File: src/hdl/minkowski_segment_generator_macros.svh
// Assertion macros for the Minkowski segment generator.
// Used by the top level; relies on clk_i and rst_ni in the including scope.
`ifndef MINKOWSKI_SEGMENT_GENERATOR_MACROS_SVH
`define MINKOWSKI_SEGMENT_GENERATOR_MACROS_SVH

// Same-cycle implication, checked outside reset.
`define MSEG_ASSERT_IMP(lbl, ante, cons, msg) \
  lbl: assert property (@(posedge clk_i) disable iff (!rst_ni) (ante) |-> (cons)) \
    else $error(msg);

// Next-cycle implication, checked outside reset.
`define MSEG_ASSERT_NXT(lbl, ante, cons, msg) \
  lbl: assert property (@(posedge clk_i) disable iff (!rst_ni) (ante) |=> (cons)) \
    else $error(msg);

`endif

File: src/hdl/mseg_pkg.sv
// Shared types, constants and the motif table of the Minkowski segment generator.
// No dependencies; used by mseg_addsat, minkowski_segment_generator and its testbench.
package mseg_pkg;

  localparam int unsigned IO_COORD_BITS = 16;
  localparam int unsigned DEPTH_BITS    = 2;
  localparam int unsigned S_TDATA_BITS  = 72;
  localparam int unsigned M_TDATA_BITS  = 64;

  localparam int unsigned MOTIF_SEGS    = 8;
  localparam int unsigned IDX_BITS      = $clog2(MOTIF_SEGS);
  localparam logic [IDX_BITS-1:0] IDX_FIRST = '0;
  localparam logic [IDX_BITS-1:0] IDX_LAST  = IDX_BITS'(MOTIF_SEGS - 1);
  localparam int unsigned QUARTER_SHIFT = 2;

  // Control of the shared adder: subtract the second operand, add a carry in.
  typedef struct packed {
    logic sub;
    logic cin;
  } add_ctl_t;

  // How the end point of a motif piece follows from its start point.
  typedef enum logic [2:0] {
    STEP_ALONG,
    STEP_PERP_NEG,
    STEP_PERP_POS,
    STEP_PERP_BASE,
    STEP_END
  } motif_step_e;

  function automatic motif_step_e motif_step(input logic [IDX_BITS-1:0] idx);
    motif_step_e s;
    case (idx) inside
      3'd0, 3'd2, 3'd5: s = STEP_ALONG;
      3'd1:             s = STEP_PERP_NEG;
      3'd4:             s = STEP_PERP_POS;
      3'd3, 3'd6:       s = STEP_PERP_BASE;
      default:          s = STEP_END;
    endcase
    return s;
  endfunction

endpackage

File: src/hdl/mseg_addsat.sv
// Shared add/subtract unit with saturation to the signed coordinate range.
// Depends on mseg_pkg for its control struct.
module mseg_addsat #(
  parameter int unsigned COORD_BITS = 16,
  parameter int unsigned SUM_BITS   = 18
) (
  input  logic signed [SUM_BITS-1:0]   op_a_i,
  input  logic signed [SUM_BITS-1:0]   op_b_i,
  input  mseg_pkg::add_ctl_t           ctl_i,
  output logic signed [SUM_BITS-1:0]   sum_o,
  output logic signed [COORD_BITS-1:0] sat_o
);

  logic [SUM_BITS-1:0]          b_eff;
  logic [SUM_BITS-1:0]          sum;
  logic [SUM_BITS-COORD_BITS:0] top_bits;

  always_comb begin
    b_eff    = ctl_i.sub ? ~op_b_i : op_b_i;
    sum      = op_a_i + b_eff + SUM_BITS'(ctl_i.sub | ctl_i.cin);
    top_bits = sum[SUM_BITS-1:COORD_BITS-1];
    sum_o    = sum;
    // The sum fits when all bits above the coordinate sign agree with it.
    if (&top_bits || ~|top_bits) begin
      sat_o = sum[COORD_BITS-1:0];
    end else if (sum[SUM_BITS-1]) begin
      sat_o = {1'b1, {(COORD_BITS-1){1'b0}}};
    end else begin
      sat_o = {1'b0, {(COORD_BITS-1){1'b1}}};
    end
  end

endmodule

File: src/hdl/minkowski_segment_generator.sv
// Top level of the Minkowski segment generator: sequencer, level store, output stage.
// Depends on mseg_pkg, mseg_addsat and minkowski_segment_generator_macros.svh.
//
// One input beat carries a segment and a depth (0 to MAX_DEPTH, larger values
// are clamped); the block returns 8^depth output beats, the pieces of the
// Minkowski curve over the segment in depth-first order, with tlast on the
// final one. The difference, the quarter step and every computed end point
// come from one saturating adder that is shared by these steps: each level
// passes S_DIFF for its difference and S_QUART for its quarter step, each
// piece passes S_STEP for its end point and S_EMIT to load the output
// register, where it waits while the output is stalled, and a return to an
// upper level passes S_POP. The input is ready only while no item is being
// expanded; the last output beat may still wait in the output register when
// the next item is taken.
`include "minkowski_segment_generator_macros.svh"

module minkowski_segment_generator #(
  parameter int unsigned MAX_DEPTH  = 2,
  parameter int unsigned COORD_BITS = 16
) (
  input  logic                                   clk_i,
  input  logic                                   rst_ni,
  input  logic                                   s_axis_tvalid,
  output logic                                   s_axis_tready,
  // start_x [15:0], start_y [31:16], end_x [47:32], end_y [63:48],
  // depth [65:64], zero fill [71:66]
  input  logic [mseg_pkg::S_TDATA_BITS-1:0]      s_axis_tdata,
  output logic                                   m_axis_tvalid,
  input  logic                                   m_axis_tready,
  // seg_start_x [15:0], seg_start_y [31:16], seg_end_x [47:32], seg_end_y [63:48]
  output logic [mseg_pkg::M_TDATA_BITS-1:0]      m_axis_tdata,
  output logic                                   m_axis_tlast
);

  localparam int unsigned IOW  = mseg_pkg::IO_COORD_BITS;
  localparam int unsigned AW   = (COORD_BITS + 2 > IOW) ? COORD_BITS + 2 : IOW;
  localparam int unsigned LW   = (MAX_DEPTH > 0) ? $clog2(MAX_DEPTH + 1) : 1;
  localparam int unsigned NLVL = 2 ** LW;
  localparam int unsigned IB   = mseg_pkg::IDX_BITS;

  typedef logic signed [COORD_BITS-1:0] coord_t;
  typedef logic signed [AW-1:0]         wide_t;

  typedef enum logic [2:0] {
    S_IDLE,
    S_DIFF,
    S_QUART,
    S_STEP,
    S_EMIT,
    S_POP
  } state_e;

  function automatic coord_t sat_in(input logic signed [IOW-1:0] v);
    wide_t                  e;
    logic [AW-COORD_BITS:0] hi;
    coord_t                 r;
    e  = AW'(v);
    hi = e[AW-1:COORD_BITS-1];
    if (&hi || ~|hi) begin
      r = e[COORD_BITS-1:0];
    end else if (e[AW-1]) begin
      r = {1'b1, {(COORD_BITS-1){1'b0}}};
    end else begin
      r = {1'b0, {(COORD_BITS-1){1'b1}}};
    end
    return r;
  endfunction

  function automatic logic [IOW-1:0] to_io(input coord_t c);
    wide_t e;
    e = AW'(c);
    return e[IOW-1:0];
  endfunction

  function automatic wide_t ext(input coord_t c);
    return AW'(c);
  endfunction

  // Sequencer state and output register.
  state_e              state_q;
  logic [LW-1:0]       lvl_q;
  logic [LW-1:0]       depth_q;
  logic [IB-1:0]       idx_q [NLVL];
  logic                out_valid_q;
  logic [IOW-1:0]      out_sx_q, out_sy_q, out_ex_q, out_ey_q;
  logic                out_last_q;

  // Level store: the segment at each level, its orientation and quarter step.
  coord_t              ax_q [NLVL];
  coord_t              ay_q [NLVL];
  coord_t              bx_q [NLVL];
  coord_t              by_q [NLVL];
  logic                horiz_q [NLVL];
  coord_t              d_q [NLVL];
  wide_t               diff_q;

  logic                in_acc;
  logic                out_free;
  logic [mseg_pkg::DEPTH_BITS-1:0] depth_in;
  logic [LW-1:0]       depth_clamp;
  logic [LW-1:0]       chl;
  coord_t              par_ax, par_ay, par_bx, par_by;
  coord_t              chl_ax, chl_ay, chl_bx, chl_by;
  coord_t              em_ax, em_ay, em_bx, em_by;
  logic [IB-1:0]       idx_cur;
  logic                horiz_cur;
  logic                horiz_w;
  coord_t              d_cur;
  coord_t              start_x, start_y;
  coord_t              along_start, perp_start, perp_base;
  coord_t              next_along, next_perp;
  coord_t              next_x, next_y;
  mseg_pkg::motif_step_e step;
  wide_t               op_a, op_b;
  mseg_pkg::add_ctl_t  add_ctl;
  wide_t               add_sum;
  coord_t              add_sat;
  logic                last_w;

  mseg_addsat #(
    .COORD_BITS (COORD_BITS),
    .SUM_BITS   (AW)
  ) u_addsat (
    .op_a_i (op_a),
    .op_b_i (op_b),
    .ctl_i  (add_ctl),
    .sum_o  (add_sum),
    .sat_o  (add_sat)
  );

  assign s_axis_tready = (state_q == S_IDLE);
  assign in_acc        = s_axis_tvalid && s_axis_tready;
  assign out_free      = !out_valid_q || m_axis_tready;
  assign depth_in      = s_axis_tdata[4*IOW +: mseg_pkg::DEPTH_BITS];
  assign depth_clamp   = (32'(depth_in) > MAX_DEPTH) ? LW'(MAX_DEPTH) : LW'(depth_in);

  assign m_axis_tvalid = out_valid_q;
  assign m_axis_tdata  = {out_ey_q, out_ex_q, out_sy_q, out_sx_q};
  assign m_axis_tlast  = out_last_q;

  always_comb begin
    chl       = lvl_q + LW'(1);
    par_ax    = ax_q[lvl_q];
    par_ay    = ay_q[lvl_q];
    par_bx    = bx_q[lvl_q];
    par_by    = by_q[lvl_q];
    chl_ax    = ax_q[chl];
    chl_ay    = ay_q[chl];
    chl_bx    = bx_q[chl];
    chl_by    = by_q[chl];
    idx_cur   = idx_q[lvl_q];
    horiz_cur = horiz_q[lvl_q];
    d_cur     = d_q[lvl_q];
    horiz_w   = (par_ay == par_by);

    // The first piece starts at the parent start, later ones where the last ended.
    start_x     = (idx_cur == mseg_pkg::IDX_FIRST) ? par_ax : chl_bx;
    start_y     = (idx_cur == mseg_pkg::IDX_FIRST) ? par_ay : chl_by;
    along_start = horiz_cur ? start_x : start_y;
    perp_start  = horiz_cur ? start_y : start_x;
    perp_base   = horiz_cur ? par_ay : par_ax;
    step        = mseg_pkg::motif_step(idx_cur);

    op_a    = '0;
    op_b    = '0;
    add_ctl = '0;
    unique case (state_q)
      S_DIFF: begin
        op_a        = horiz_w ? ext(par_bx) : ext(par_by);
        op_b        = horiz_w ? ext(par_ax) : ext(par_ay);
        add_ctl.sub = 1'b1;
      end
      S_QUART: begin
        // Arithmetic shift rounds down; add one back for a negative remainder.
        op_a        = diff_q >>> mseg_pkg::QUARTER_SHIFT;
        add_ctl.cin = diff_q[AW-1] & (|diff_q[mseg_pkg::QUARTER_SHIFT-1:0]);
      end
      S_STEP: begin
        case (step)
          mseg_pkg::STEP_ALONG: begin
            op_a = ext(along_start);
            op_b = ext(d_cur);
          end
          mseg_pkg::STEP_PERP_NEG: begin
            op_a        = ext(perp_base);
            op_b        = ext(d_cur);
            add_ctl.sub = 1'b1;
          end
          mseg_pkg::STEP_PERP_POS: begin
            op_a = ext(perp_base);
            op_b = ext(d_cur);
          end
          default: begin
          end
        endcase
      end
      default: begin
      end
    endcase

    case (step)
      mseg_pkg::STEP_ALONG: begin
        next_along = add_sat;
        next_perp  = perp_start;
      end
      mseg_pkg::STEP_PERP_NEG, mseg_pkg::STEP_PERP_POS: begin
        next_along = along_start;
        next_perp  = add_sat;
      end
      default: begin
        next_along = along_start;
        next_perp  = perp_base;
      end
    endcase
    if (step == mseg_pkg::STEP_END) begin
      next_x = par_bx;
      next_y = par_by;
    end else begin
      next_x = horiz_cur ? next_along : next_perp;
      next_y = horiz_cur ? next_perp : next_along;
    end

    // The leaf is the input segment itself at depth zero, else the child slot.
    if (depth_q == '0) begin
      em_ax = par_ax;
      em_ay = par_ay;
      em_bx = par_bx;
      em_by = par_by;
    end else begin
      em_ax = chl_ax;
      em_ay = chl_ay;
      em_bx = chl_bx;
      em_by = chl_by;
    end

    last_w = 1'b1;
    for (int k = 0; k < NLVL; k++) begin
      if ((LW'(k) < depth_q) && (idx_q[k] != mseg_pkg::IDX_LAST)) begin
        last_w = 1'b0;
      end
    end
  end

  always_ff @(posedge clk_i) begin
    if (in_acc) begin
      ax_q[0] <= sat_in(s_axis_tdata[0*IOW +: IOW]);
      ay_q[0] <= sat_in(s_axis_tdata[1*IOW +: IOW]);
      bx_q[0] <= sat_in(s_axis_tdata[2*IOW +: IOW]);
      by_q[0] <= sat_in(s_axis_tdata[3*IOW +: IOW]);
    end
    if (state_q == S_STEP) begin
      ax_q[chl] <= start_x;
      ay_q[chl] <= start_y;
      bx_q[chl] <= next_x;
      by_q[chl] <= next_y;
    end
    if (state_q == S_DIFF) begin
      horiz_q[lvl_q] <= horiz_w;
      diff_q         <= add_sum;
    end
    if (state_q == S_QUART) begin
      d_q[lvl_q] <= add_sat;
    end
  end

  always_ff @(posedge clk_i or negedge rst_ni) begin
    if (!rst_ni) begin
      state_q     <= S_IDLE;
      lvl_q       <= '0;
      depth_q     <= '0;
      for (int k = 0; k < NLVL; k++) begin
        idx_q[k] <= '0;
      end
      out_valid_q <= 1'b0;
      out_sx_q    <= '0;
      out_sy_q    <= '0;
      out_ex_q    <= '0;
      out_ey_q    <= '0;
      out_last_q  <= 1'b0;
    end else begin
      // In S_EMIT a beat that leaves is replaced by the next one in the same cycle.
      if (out_valid_q && m_axis_tready && (state_q != S_EMIT)) begin
        out_valid_q <= 1'b0;
      end
      unique case (state_q)
        S_IDLE: begin
          if (in_acc) begin
            lvl_q   <= '0;
            depth_q <= depth_clamp;
            state_q <= (depth_clamp == '0) ? S_EMIT : S_DIFF;
          end
        end
        S_DIFF: begin
          idx_q[lvl_q] <= mseg_pkg::IDX_FIRST;
          state_q      <= S_QUART;
        end
        S_QUART: begin
          state_q <= S_STEP;
        end
        S_STEP: begin
          if (chl == depth_q) begin
            state_q <= S_EMIT;
          end else begin
            lvl_q   <= chl;
            state_q <= S_DIFF;
          end
        end
        S_EMIT: begin
          if (out_free) begin
            out_valid_q <= 1'b1;
            out_sx_q    <= to_io(em_ax);
            out_sy_q    <= to_io(em_ay);
            out_ex_q    <= to_io(em_bx);
            out_ey_q    <= to_io(em_by);
            out_last_q  <= last_w;
            if (last_w) begin
              for (int k = 0; k < NLVL; k++) begin
                idx_q[k] <= '0;
              end
              state_q <= S_IDLE;
            end else if (idx_cur != mseg_pkg::IDX_LAST) begin
              idx_q[lvl_q] <= idx_cur + IB'(1);
              state_q      <= S_STEP;
            end else begin
              idx_q[lvl_q] <= '0;
              lvl_q        <= lvl_q - LW'(1);
              state_q      <= S_POP;
            end
          end
        end
        S_POP: begin
          if (idx_cur != mseg_pkg::IDX_LAST) begin
            idx_q[lvl_q] <= idx_cur + IB'(1);
            state_q      <= S_STEP;
          end else begin
            idx_q[lvl_q] <= '0;
            lvl_q        <= lvl_q - LW'(1);
          end
        end
        default: begin
          state_q <= S_IDLE;
        end
      endcase
    end
  end

  `MSEG_ASSERT_IMP(a_lvl_within_depth, state_q != S_IDLE, lvl_q <= depth_q,
                   "level above depth")
  `MSEG_ASSERT_IMP(a_depth_clamped, state_q != S_IDLE, depth_q <= LW'(MAX_DEPTH),
                   "depth not clamped")
  `MSEG_ASSERT_NXT(a_last_ends_item, (state_q == S_EMIT) && out_free && last_w,
                   (state_q == S_IDLE) && m_axis_tvalid && m_axis_tlast,
                   "last beat did not end the item")

endmodule

File: config.mk
export PLATFORM = sky130hd
export DESIGN_NAME = minkowski_segment_generator
export DESIGN_NICKNAME = d
export VERILOG_FILES = /design/src/hdl/mseg_pkg.sv /design/src/hdl/mseg_addsat.sv /design/src/hdl/minkowski_segment_generator.sv
export VERILOG_INCLUDE_DIRS = /design/src /design/src/hdl
export SDC_FILE = /design/constraint.sdc
export NUM_CORES = 1
export LEC_CHECK = 0
export ABC_AREA = 1
export ABC_CLOCK_PERIOD_IN_PS = 16800
export BUFFER_PORTS_ARGS = -buffer_cell sky130_fd_sc_hd__buf_2
export CAP_MARGIN = 20
export CORE_MARGIN = 2
export CORE_UTILIZATION = 35
export DETAILED_ROUTE_END_ITERATION = 10
export SLEW_MARGIN = 20
export SYNTH_ARGS = -nofsm -noshare
export SYNTH_HDL_FRONTEND = slang
export SYNTH_HIERARCHICAL = 1
export SYNTH_SLANG_ARGS = --single-unit
File: constraint.sdc
create_clock -name clk_i -period 16.8 [get_ports clk_i]
set_clock_uncertainty 0.15 [all_clocks]
set_input_delay 0.84 -clock clk_i [delete_from_list [all_inputs] [get_ports clk_i]]
set_output_delay 0.84 -clock clk_i [all_outputs]
set_load 0.05 [all_outputs]
# Word-level counts from Yosys, hierarchy flattened
# Memory sizes are Yosys's and may differ from the RTL's.
# Cells that the tools add are included.
dict set report word_totals {
  ff_bits 103
  latchBits 0
  ram_bits 324
  romBits 0
  inputBits 76
  word_cells 187
  n_memories 6
}
dict set report op_classes {
  n_addsub 5
  n_mul 0
  div_mod_pow 0
  n_lt_le_gt_ge 7
  n_eq_ne 27
  shift 0
  mux 87
  bitwise 6
  n_reduce_logical 35
}
# memory depth word_bits rd rd_clocked_by_memory_dff write_ports line
set memory_table {}
lappend memory_table {ax_q 4 16 2 0 1 minkowski_segment_generator.sv:89} ;# coord_t ax_q [NLVL];
lappend memory_table {ay_q 4 16 2 0 1 minkowski_segment_generator.sv:90} ;# coord_t ay_q [NLVL];
lappend memory_table {bx_q 4 16 2 0 1 minkowski_segment_generator.sv:91} ;# coord_t bx_q [NLVL];
lappend memory_table {by_q 4 16 2 0 1 minkowski_segment_generator.sv:92} ;# coord_t by_q [NLVL];
lappend memory_table {d_q 4 16 1 0 1 minkowski_segment_generator.sv:94} ;# coord_t d_q [NLVL];
lappend memory_table {horiz_q 4 1 1 0 1 minkowski_segment_generator.sv:93} ;# logic horiz_q [NLVL];
# operator count
set op_table {}
lappend op_table {{two-way mux 16 bit} 24}
lappend op_table {{two-way mux 18 bit} 4}
lappend op_table {{one-hot mux 18 bit (2 select lines)} 2}
lappend op_table {{OR reduction 16 bit} 4}
lappend op_table {{one-hot mux 18 bit (3 select lines)} 1}
lappend op_table {{two-way mux 3 bit} 14}
lappend op_table {{adder 18 bit} 2}
lappend op_table {{two-way mux 12 bit} 3}
lappend op_table {{one-hot mux 12 bit (3 select lines)} 1}
lappend op_table {{one-hot mux 16 bit (2 select lines)} 1}
lappend op_table {{two-way mux 1 bit} 21}
lappend op_table {{two-way mux 2 bit} 10}
lappend op_table {{== test 3 bit, second input constant} 6}
lappend op_table {{!= test 3 bit, second input constant} 6}
lappend op_table {{NOT 18 bit} 1}
lappend op_table {{one-hot mux 3 bit (6 select lines)} 1}
lappend op_table {{== test 16 bit} 1}
lappend op_table {{== test 3 x 2 -> 1 bit, second input constant} 5}
lappend op_table {{bitwise AND 12 bit} 1}
lappend op_table {{bitwise mux 12 bit} 1}
lappend op_table {{NOT 12 bit} 1}
lappend op_table {{== test 3 x 1 -> 1 bit, second input constant} 3}
lappend op_table {{logical NOT 3 bit} 3}
lappend op_table {{OR reduction 3 bit} 3}
lappend op_table {{28 further kinds} 48}

# Longest topological paths before layout
# Gate-level depths: netlist of the first run.
dict set report depth {
  depth_word 26
  mapped_depth 45
  ltp_nobuf 39
}

# By module
# Netlist of the first run, hierarchy kept.
# mod n_inst cells_each area_each_um2
set modules_own_cells {}
lappend modules_own_cells {minkowski_segment_generator 1 2882 23710.2}
lappend modules_own_cells {mseg_addsat 1 245 1420.1}

# Worst setup path after synthesis of the first run
# Ideal clock, no wire load.
dict set report synth_timing {
  path_type {reg-to-reg}
  start {register lvl_q[0]}
  end {memory ax_q[2][0] (netlist bit) (enable)}
  setup_ns 0.487
  arrival_ns 5.012
  required_time_ns 16.163
  setup_slack_ns 11.152
  path_stages_with_launch 14
  synth_period_minus_slack_ns 5.648
  cell_sequence {dfrtp_1 > buf_6 > inv_4 > buf_6 > buf_6 > buf_6 > buf_2 > buf_2 > buf_2 > ha_1 > clkbuf_1 > clkbuf_1 > nand2_1 > nor2_1}
}
dict set report synth_via {
  elab_chain_len 2
}
# element line
set synth_rtl {}
lappend synth_rtl {{from (decl)} minkowski_segment_generator.sv:81} ;# logic [LW-1:0] lvl_q;
lappend synth_rtl {{from (signal assigned)} minkowski_segment_generator.sv:304} ;# lvl_q <= chl;
lappend synth_rtl {{from (signal assigned)} minkowski_segment_generator.sv:326} ;# lvl_q <= lvl_q - LW'(1);
lappend synth_rtl {{from (signal assigned)} minkowski_segment_generator.sv:337} ;# lvl_q <= lvl_q - LW'(1);
lappend synth_rtl {{adder 2 x 1 -> 2 bit} minkowski_segment_generator.sv:142} ;# chl = lvl_q + LW'(1);
lappend synth_rtl {{two-way mux 2 bit (no line)} -}
lappend synth_rtl {{to (decl)} minkowski_segment_generator.sv:89}
# Every way passes these cells.

# Final worst setup path of the first run
dict set report layout_timing {
  start {register lvl_q[0]}
  end {memory by_q[0][7] (netlist bit) (data pin)}
}
dict set report layout_via {
  word_cells_on_any_way 60
  cone_classes {add/sub: 3; eq/ne: 10; mux: 28; bitwise: 3; reduce/logical: 10; memory: 6}
}
# element line
set layout_lines {}
lappend layout_lines {{NOT 2 -> 3 bit (not written as such)} minkowski_segment_generator.sv:151} ;# idx_cur = idx_q[lvl_q];
lappend layout_lines {{binary-select mux 3 bit (select 2 bit)} minkowski_segment_generator.sv:151}
lappend layout_lines {{two-way mux 3 bit (not written as such) (2 in series)} minkowski_segment_generator.sv:151}
lappend layout_lines {{== test 3 x 2 -> 1 bit or == test 3 bit (tied branches)} minkowski_segment_generator.sv:162} ;# step = mseg_pkg::motif_step(idx_cur);
lappend layout_lines {{OR reduction 2 bit} mseg_pkg.sv:33} ;# case (idx) inside
lappend layout_lines {{two-way mux 3 bit (4 in series)} mseg_pkg.sv:33}
lappend layout_lines {{== test 3 x 1 -> 1 bit or == test 3 x 2 -> 1 bit (tied branches)} minkowski_segment_generator.sv:179} ;# case (step)
lappend layout_lines {{OR reduction 2 bit (no line)} -}
lappend layout_lines {{(+2 left out)} -}
lappend layout_lines {{net op_a[0]} minkowski_segment_generator.sv:114} ;# wide_t op_a, op_b;
lappend layout_lines {{(+2 left out)} -}
lappend layout_lines {{net add_sum[16]} minkowski_segment_generator.sv:116} ;# wide_t add_sum;
lappend layout_lines {{(+1 left out)} -}
lappend layout_lines {{logical NOT 1 bit} mseg_addsat.sv:24} ;# if (&top_bits || ~|top_bits) begin
lappend layout_lines {{logical OR 1 bit *} mseg_addsat.sv:24}
lappend layout_lines {{two-way mux 16 bit *} mseg_addsat.sv:24}
lappend layout_lines {{net add_sat[7]} minkowski_segment_generator.sv:117} ;# coord_t add_sat;
lappend layout_lines {{one-hot mux 16 bit (2 select lines) or two-way mux 16 bit (tied branches)} minkowski_segment_generator.sv:201} ;# case (step)
lappend layout_lines {{two-way mux 16 bit *} minkowski_segment_generator.sv:220} ;# next_y = horiz_cur ? next_perp : next_along;
lappend layout_lines {{two-way mux 16 bit *} minkowski_segment_generator.sv:215} ;# if (step == mseg_pkg::STEP_END) begin
lappend layout_lines {{two-way mux 16 bit (no line) *} -}
lappend layout_lines {{to (decl)} minkowski_segment_generator.sv:92}
# The timed path passes the listed nets; every way through them passes the cells marked *. The select of a mux whose other input is x is not followed.

==> key figures, run 1 <==
Final layout
  – Final core occ: about two fifths
  – Non-Filler Instances: 4,137
  – Share of layout cells above drive strength 1: under 10%
  – Fill cells: around 7k
  – Area delta synth->final: 10.80%
  – Final nets: 3,252

STA
  – F_max: 0.1188 GHz
  – Pins Over Slew Limit: 0
  – Max_slew headroom: between 20% and 30%
  – Worst slew pin tran: 1110 ps
  – Final Cycle Share: between 50 and 60%
  – Fin. Hold Viols: 0
  – TNS Setup: 0 ps
  – Setup violations, final: 0
  – Post-layout min period: 8418 ps
  – RSZ-0062 raised after global routing: no

Drt
  – Drc violations: 0
  – Antenna-violating nets left: 0
  – Routed wire length per instance: about 22 um
  – Starting DRT DRC Count: roughly 2.5k
  – DR pass1 iterations: 8
  – Routed WL: approximately 90 mm
  – Via density: roughly 5.5
  – Vias: roughly 23k

Yosys
  – Post-synth EDFFs: 342
  – Most used DFF post-synth: edfxtp_1
  – Synth top area share: roughly 41%
  – Syn Area/Cell: 8.037 um2
  – Largest cells by area after synthesis: edfxtp_1 41%, nand2_1 15%, dfrtp_1 8.5%, nand3_1 6.4%, o21ai_0 5.0%
  – Ys async rst share: 19.91%
  – Post-Syn Area: roughly 0.025 mm2
  – Post-Syn Nets: roughly 3.2k
  – Sequential share of the synthesized area: 49.33%
  – Synth top cells by count: 973 x nand2_1, 342 x edfxtp_1, 320 x nand3_1, 302 x nor2_1, 250 x o21ai_0
  – Post-Syn Instances: about 3.1k
  – Synthesis Warnings: 6
  – Most frequent cell after synthesis: nand2_1
  – Yosys reg bits: 427
  – Netlist cell types: 53
  – Yosys top cell by area: edfxtp_1

Setup path
  – Reg-to-reg endpoint: by_q[0][7]
  – Worst setup path category: reg -> reg
  – CP arrival: about 8600 ps
  – CP Max Fanout: between 80 and 90
  – Max incr delay on CP: about 780 ps
  – Slowest stage cell, crit path: dfrtp_4
  – R2r startpoint: lvl_q[0]
  – CP endpoint kind: register
  – Startpoint types: register
  – R2R cell count: 36
  – R2R setup slack: between 8000 and 9000 ps
  – CP dominant cell by count: nand2_1
  – CP required: approximately 17,000 ps

CTS
  – Setup repair bufs after CTS: 0
  – CTS Hold Buffers Added: 0
  – Num CTS Buffers: between 40 and 50
  – Clock sinks: about 430
  – H-tree depth: 2
  – Post-cts resize count: 0
  – Clock Root Buffer: clkbuf_16
  – Clk slew on worst S/H paths: 60 ps
  – Clk buf depth: 3
  – Worst skew pair latency: 590 ps
  – CTS tree: yes

Floorplan
  – Die ar.: between 0.07 and 0.08 mm2
  – Num rows: 98
  – IO Pins: roughly 140
  – Die W: 272.0 um
  – Initial Util: 35.28%
  – Die Ht: 272.0 um
  – Total core area: between 0.07 and 0.08 mm2

GRT
  – Vias in the first global route: 20.73k
  – Gr ovfl total: 0
  – Global-route wire length before repair: 132.8 mm
  – Largest net degree at the start of global routing: between 150 and 200
  – GR met1 Demand/Resource: a little under a third
  – GR peak layer: met2
  – GRT Util Overall: 23.88%
  – Met2 Resource Use GR: between 30% and 40%
  – Met3 usage: under 10%
  – Antenna violations before repair: 1

Placed design
  – Placed Cells: 4,050
  – Gpl congestion: roughly 1.0
  – HPWL after DPL: approximately 61 mm
  – Port bufs: around 140

Run status
  – Status: complete, no violations

Hold path
  – Type of the worst min-delay path: in -> async

Job
  – Max Cap Viol: 0
## cell families (layout without fill, tap and decap cells)
family | after synthesis | in the layout | share of synthesized area (%)
XOR/XNOR | 43 | 43 | 1.529
AO/OA/AOI/OAI | 534 | 534 | 12.03
buffers and inverters | 390 | 449 | 7.145
other | 0 | 1 | 0
adder cells (fa/ha/maj) | 28 | 28 | 1.454
multiplexers | 1 | 1 | 0.03983
flip-flops | 427 | 427 | 49.33
AND/OR/NAND/NOR | 1704 | 1704 | 28.47
## registers in the layout, summed over array words and instances, names as in the netlist
| signal | flops |
|---|---|
| diff_q | 18 |
| out_sx_q | 16 |
| m_axis_tvalid | 1 |
| depth_q | 2 |
| bx_q | 64 |
| by_q | 64 |
| state_q | 3 |
| out_sy_q | 16 |
| lvl_q | 2 |
| m_axis_tlast | 1 |
| out_ey_q | 16 |
| out_ex_q | 16 |
| d_q | 64 |
| ay_q | 64 |
| horiz_q | 4 |
| ax_q | 64 |
| idx_q | 12 |
## per-layer routing
layer / wire length [um] / vias to the layer above
li1: - / 10660
met4: 5904 / 0
met3: 7067 / 222
met2: 42010 / 1045
met1: 35210 / 10740
met5: 0 / -
## worst max-delay path: cells and delay by family (launching register included)
family / cells / cell delay, ps
compound gates: 5 / 1190
fa+ha+maj: 3 / 1190
flops: 1 / 780
simple gates: 21 / 2590
buf+inv: 7 / 2200
## stage by stage
step | setup slack (ps) | area [um2] | hold WS, ps
after global routing | 7906 | 27840 | 201.1
after detailed placement | 8529 | 26320 | 316.4
after global placement | 8631 | 26320 | 312.7
after floorplan | 11150 | 25130 | 361.4
after CTS | 8504 | 27840 | 177.6
final | 8382 | 27850 | 161.6
## cell type report
class / instances / area [um2] / area share, %
repair buffers: 177 / 1003 / 3.604
clock buffers: 67 / 1345 / 4.830
well taps: 950 / 1189 / 4.269
inverters: 186 / 710.7 / 2.552
diodes: 1 / 2.502 / 0.008987
clock inverters: 19 / 180.2 / 0.6470
flip-flops and latches: 427 / 12400 / 44.54
multi-input cells: 2310 / 11010 / 39.55
## layout by cell type, fill, tap and decap left out, drive strengths merged, types with 2 or more instances in the layout
| master | synthesis | final |
|---|---|---|
| a32o | 15 | 15 |
| nand4 | 60 | 60 |
| or2 | 4 | 4 |
| fa | 2 | 2 |
| xnor2 | 14 | 14 |
| nand3 | 325 | 325 |
| inv | 186 | 186 |
| o211ai | 17 | 17 |
| and2 | 5 | 5 |
| o22a | 19 | 19 |
| clkbuf | 80 | 67 |
| a21oi | 138 | 138 |
| bufinv | 0 | 3 |
| nand2 | 997 | 997 |
| o21bai | 3 | 3 |
| edfxtp | 342 | 342 |
| a22o | 6 | 6 |
| ha | 26 | 26 |
| o21ai | 269 | 269 |
| o22ai | 52 | 52 |
| xor2 | 29 | 29 |
| o21a | 8 | 8 |
| nor2 | 308 | 308 |
| buf | 124 | 177 |
| clkinv | 0 | 15 |
| dfrtp | 85 | 85 |
| nor3 | 4 | 4 |
| a32oi | 2 | 2 |
## how the worst max path moves through the flow
stage | end | slack [ps] | depth (start not counted) | start
after CTS | by_q[0][7] | 8500 | 36 | lvl_q[0]
after global placement | by_q[0][10] | 8630 | 36 | lvl_q[0]
final | by_q[0][7] | 8380 | 36 | lvl_q[0]
after global routing | bx_q[2][13] | 7910 | 36 | lvl_q[0]
after floorplan | ax_q[2][0] | 11150 | 13 | lvl_q[0]
after detailed placement | by_q[0][7] | 8530 | 36 | lvl_q[0]
Power of run 1 is left out: the tool's default activity adds up to more than one toggle a clock period on the data nets, which glitch-free logic cannot reach.
==> inputs of run 2 (changes only) <==
ABC_CLOCK_PERIOD_IN_PS = 8800   (was 16800)
clock period = 8.8 ns   (was 16.8 ns; I/O delays follow)
==> run 2 against run 1 <==
- core utilization is 0.49 points higher
- register-to-register slack got worse by 7400 ps
- die area is the same
- sequential share of layout area shrank 0.55 points
- count of clock-buffer cells in the layout decreased by 11
- non-clock buffer count is 11 higher
- final cell count increased by 0.24%
- critical path depth decreased by 2
- fmax up 7.9%
- final area rose by 1.2%
- routed wire length grew 0.60%
- setup slack got worse by 7400 ps
- largest cell class unchanged
- highest routed layer unchanged
==> key figures, run 2 (same netlist as run 1, synthesis figures left out) <==
CTS
  – H-tree depth: 2
  – CTS Hold Buffers Added: 4
  – Worst skew pair latency: approximately 600 ps
  – Clk slew on worst S/H paths: 60 ps
  – Clock sinks: about 430
  – Clock Root Buffer: clkbuf_16
  – Setup repair bufs after CTS: 0
  – Post-cts resize count: 0
  – CTS tree: yes
  – Clk buf depth: 3
  – Num CTS Buffers: 46

Floorplan
  – Die ar.: between 0.07 and 0.08 mm2
  – Die W: 272.0 um
  – Total core area: 0.07124 mm2
  – Initial Util: a little over a third
  – Die Ht: between 200 and 300 um
  – IO Pins: about 140
  – Num rows: 98

Drt
  – DR pass1 iterations: 6
  – Starting DRT DRC Count: between 2k and 3k
  – Routed WL: roughly 91 mm
  – Antenna-violating nets left: 0
  – Via density: 5.510
  – Vias: roughly 23k
  – Routed wire length per instance: 21.88 um
  – Drc violations: 0

Setup path
  – Worst setup path category: reg -> reg
  – CP Max Fanout: 36
  – WP buf/inv: 5
  – Max incr delay on CP: ~650 ps
  – Crit-path leading delay family: simple AND/OR/NAND/NOR gates
  – CP arrival: 7970 ps
  – CP required: around 9000 ps
  – Slowest stage cell, crit path: nand2_2
  – Startpoint types: register
  – CP endpoint kind: register
  – CP dominant cell by count: nand2_1
  – R2R setup slack: ~990 ps

STA
  – Max_slew headroom: 27.22%
  – Fin. Hold Viols: 0
  – Pins Over Slew Limit: 0
  – TNS Setup: 0 ps
  – Worst slew pin tran: between 1000 and 1500 ps
  – Setup violations, final: 0
  – Post-layout min period: about 8000 ps
  – RSZ-0062 raised after global routing: no
  – Final Cycle Share: 88.70%
  – F_max: 0.1281 GHz

Hold path
  – Type of the worst min-delay path: in -> reg

GRT
  – Antenna violations before repair: 0
  – Global-route wire length before repair: about 130 mm
  – Gr ovfl total: 0
  – GRT Util Overall: between 20% and 30%
  – Largest net degree at the start of global routing: between 150 and 200
  – Vias in the first global route: between 20k and 25k

Final layout
  – Fill cells: roughly 7.3k
  – Final nets: approximately 3.3k
  – Share of layout cells above drive strength 1: between 10% and 20%
  – Commonest non-fill, non-tap cell in the layout: nand2_1
  – Most frequent cells in the layout: 973 x nand2_1, 342 x edfxtp_1, 320 x nand3_1
  – Area delta synth->final: 12.18%
  – ANT cells: 0

Run status
  – Status: complete, no violations

Placed design
  – HPWL after DPL: 61.31 mm
  – Gpl congestion: a little under 1
  – Port bufs: 136

Job
  – Max Cap Viol: 0
==> run 2: changes by cell type in the layout (fill, tap and decap cells not counted), moves of 2 or more <==
cell / before / now
clkinv_2: 9 / 7
clkbuf_1: 14 / 3
dlygate4sd3_1: 0 / 4
buf_4: 41 / 47
clkinv_1: 4 / 0
bufinv_16: 3 / 11
clkinv_4: 2 / 4
clkinvlp_4: 1 / 9
==> run 2: per-stage QoR <==
stage                     utilization [%]  setup slack, ps  std cells  hold slack, ps  area [um2]
after floorplan                         -             3152       3127          -5.591       25130
after global placement              37.01             1236       4056           312.4       26360
after detailed placement            37.01             1182       4056           317.9       26360
after CTS                           39.53             1125       4146           12.06       28160
after global routing                39.57            483.7       4147           55.77       28190
final                               39.57            994.6       4147           33.52       28190
==> run 2: layout make-up <==
class                      count  area [um2]  area share [%]
sequential                   427       12400           43.99
multi-input combinational   2310       11010           39.06
clock buffer                  56        1292           4.585
tap                          950        1189           4.216
timing repair buffer         188        1116           3.959
inverter                     186       710.7           2.521
clock inverter                30       469.2           1.664
==> run 2: tightest hold or removal path, delay by kind of cell <==
kind,cells,cell delay (ps)
and+or+nand+nor,2,120
buffers and inverters,2,170
==> run 2: per-layer routing <==
metal	track usage, %	share of wire (%)
met5	0	0
met4	13.85	6.5
met3	3.738	8.3
met2	38.55	46
met1	30.52	39
==> run 2: final timing paths <==
kind,from,end,cells past startpoint
worst max-delay path,lvl_q[1],by_q[3][2],34
worst min-delay path,m_axis_tready,m_axis_tvalid,4
worst max register to register,lvl_q[1],by_q[3][2],34
worst min register to register,out_sy_q[4],out_sy_q[4],2
max in group asynchronous,rst_ni,lvl_q[0],3
min in group asynchronous,rst_ni,m_axis_tvalid,2
Power of run 2 is left out for the same reason.
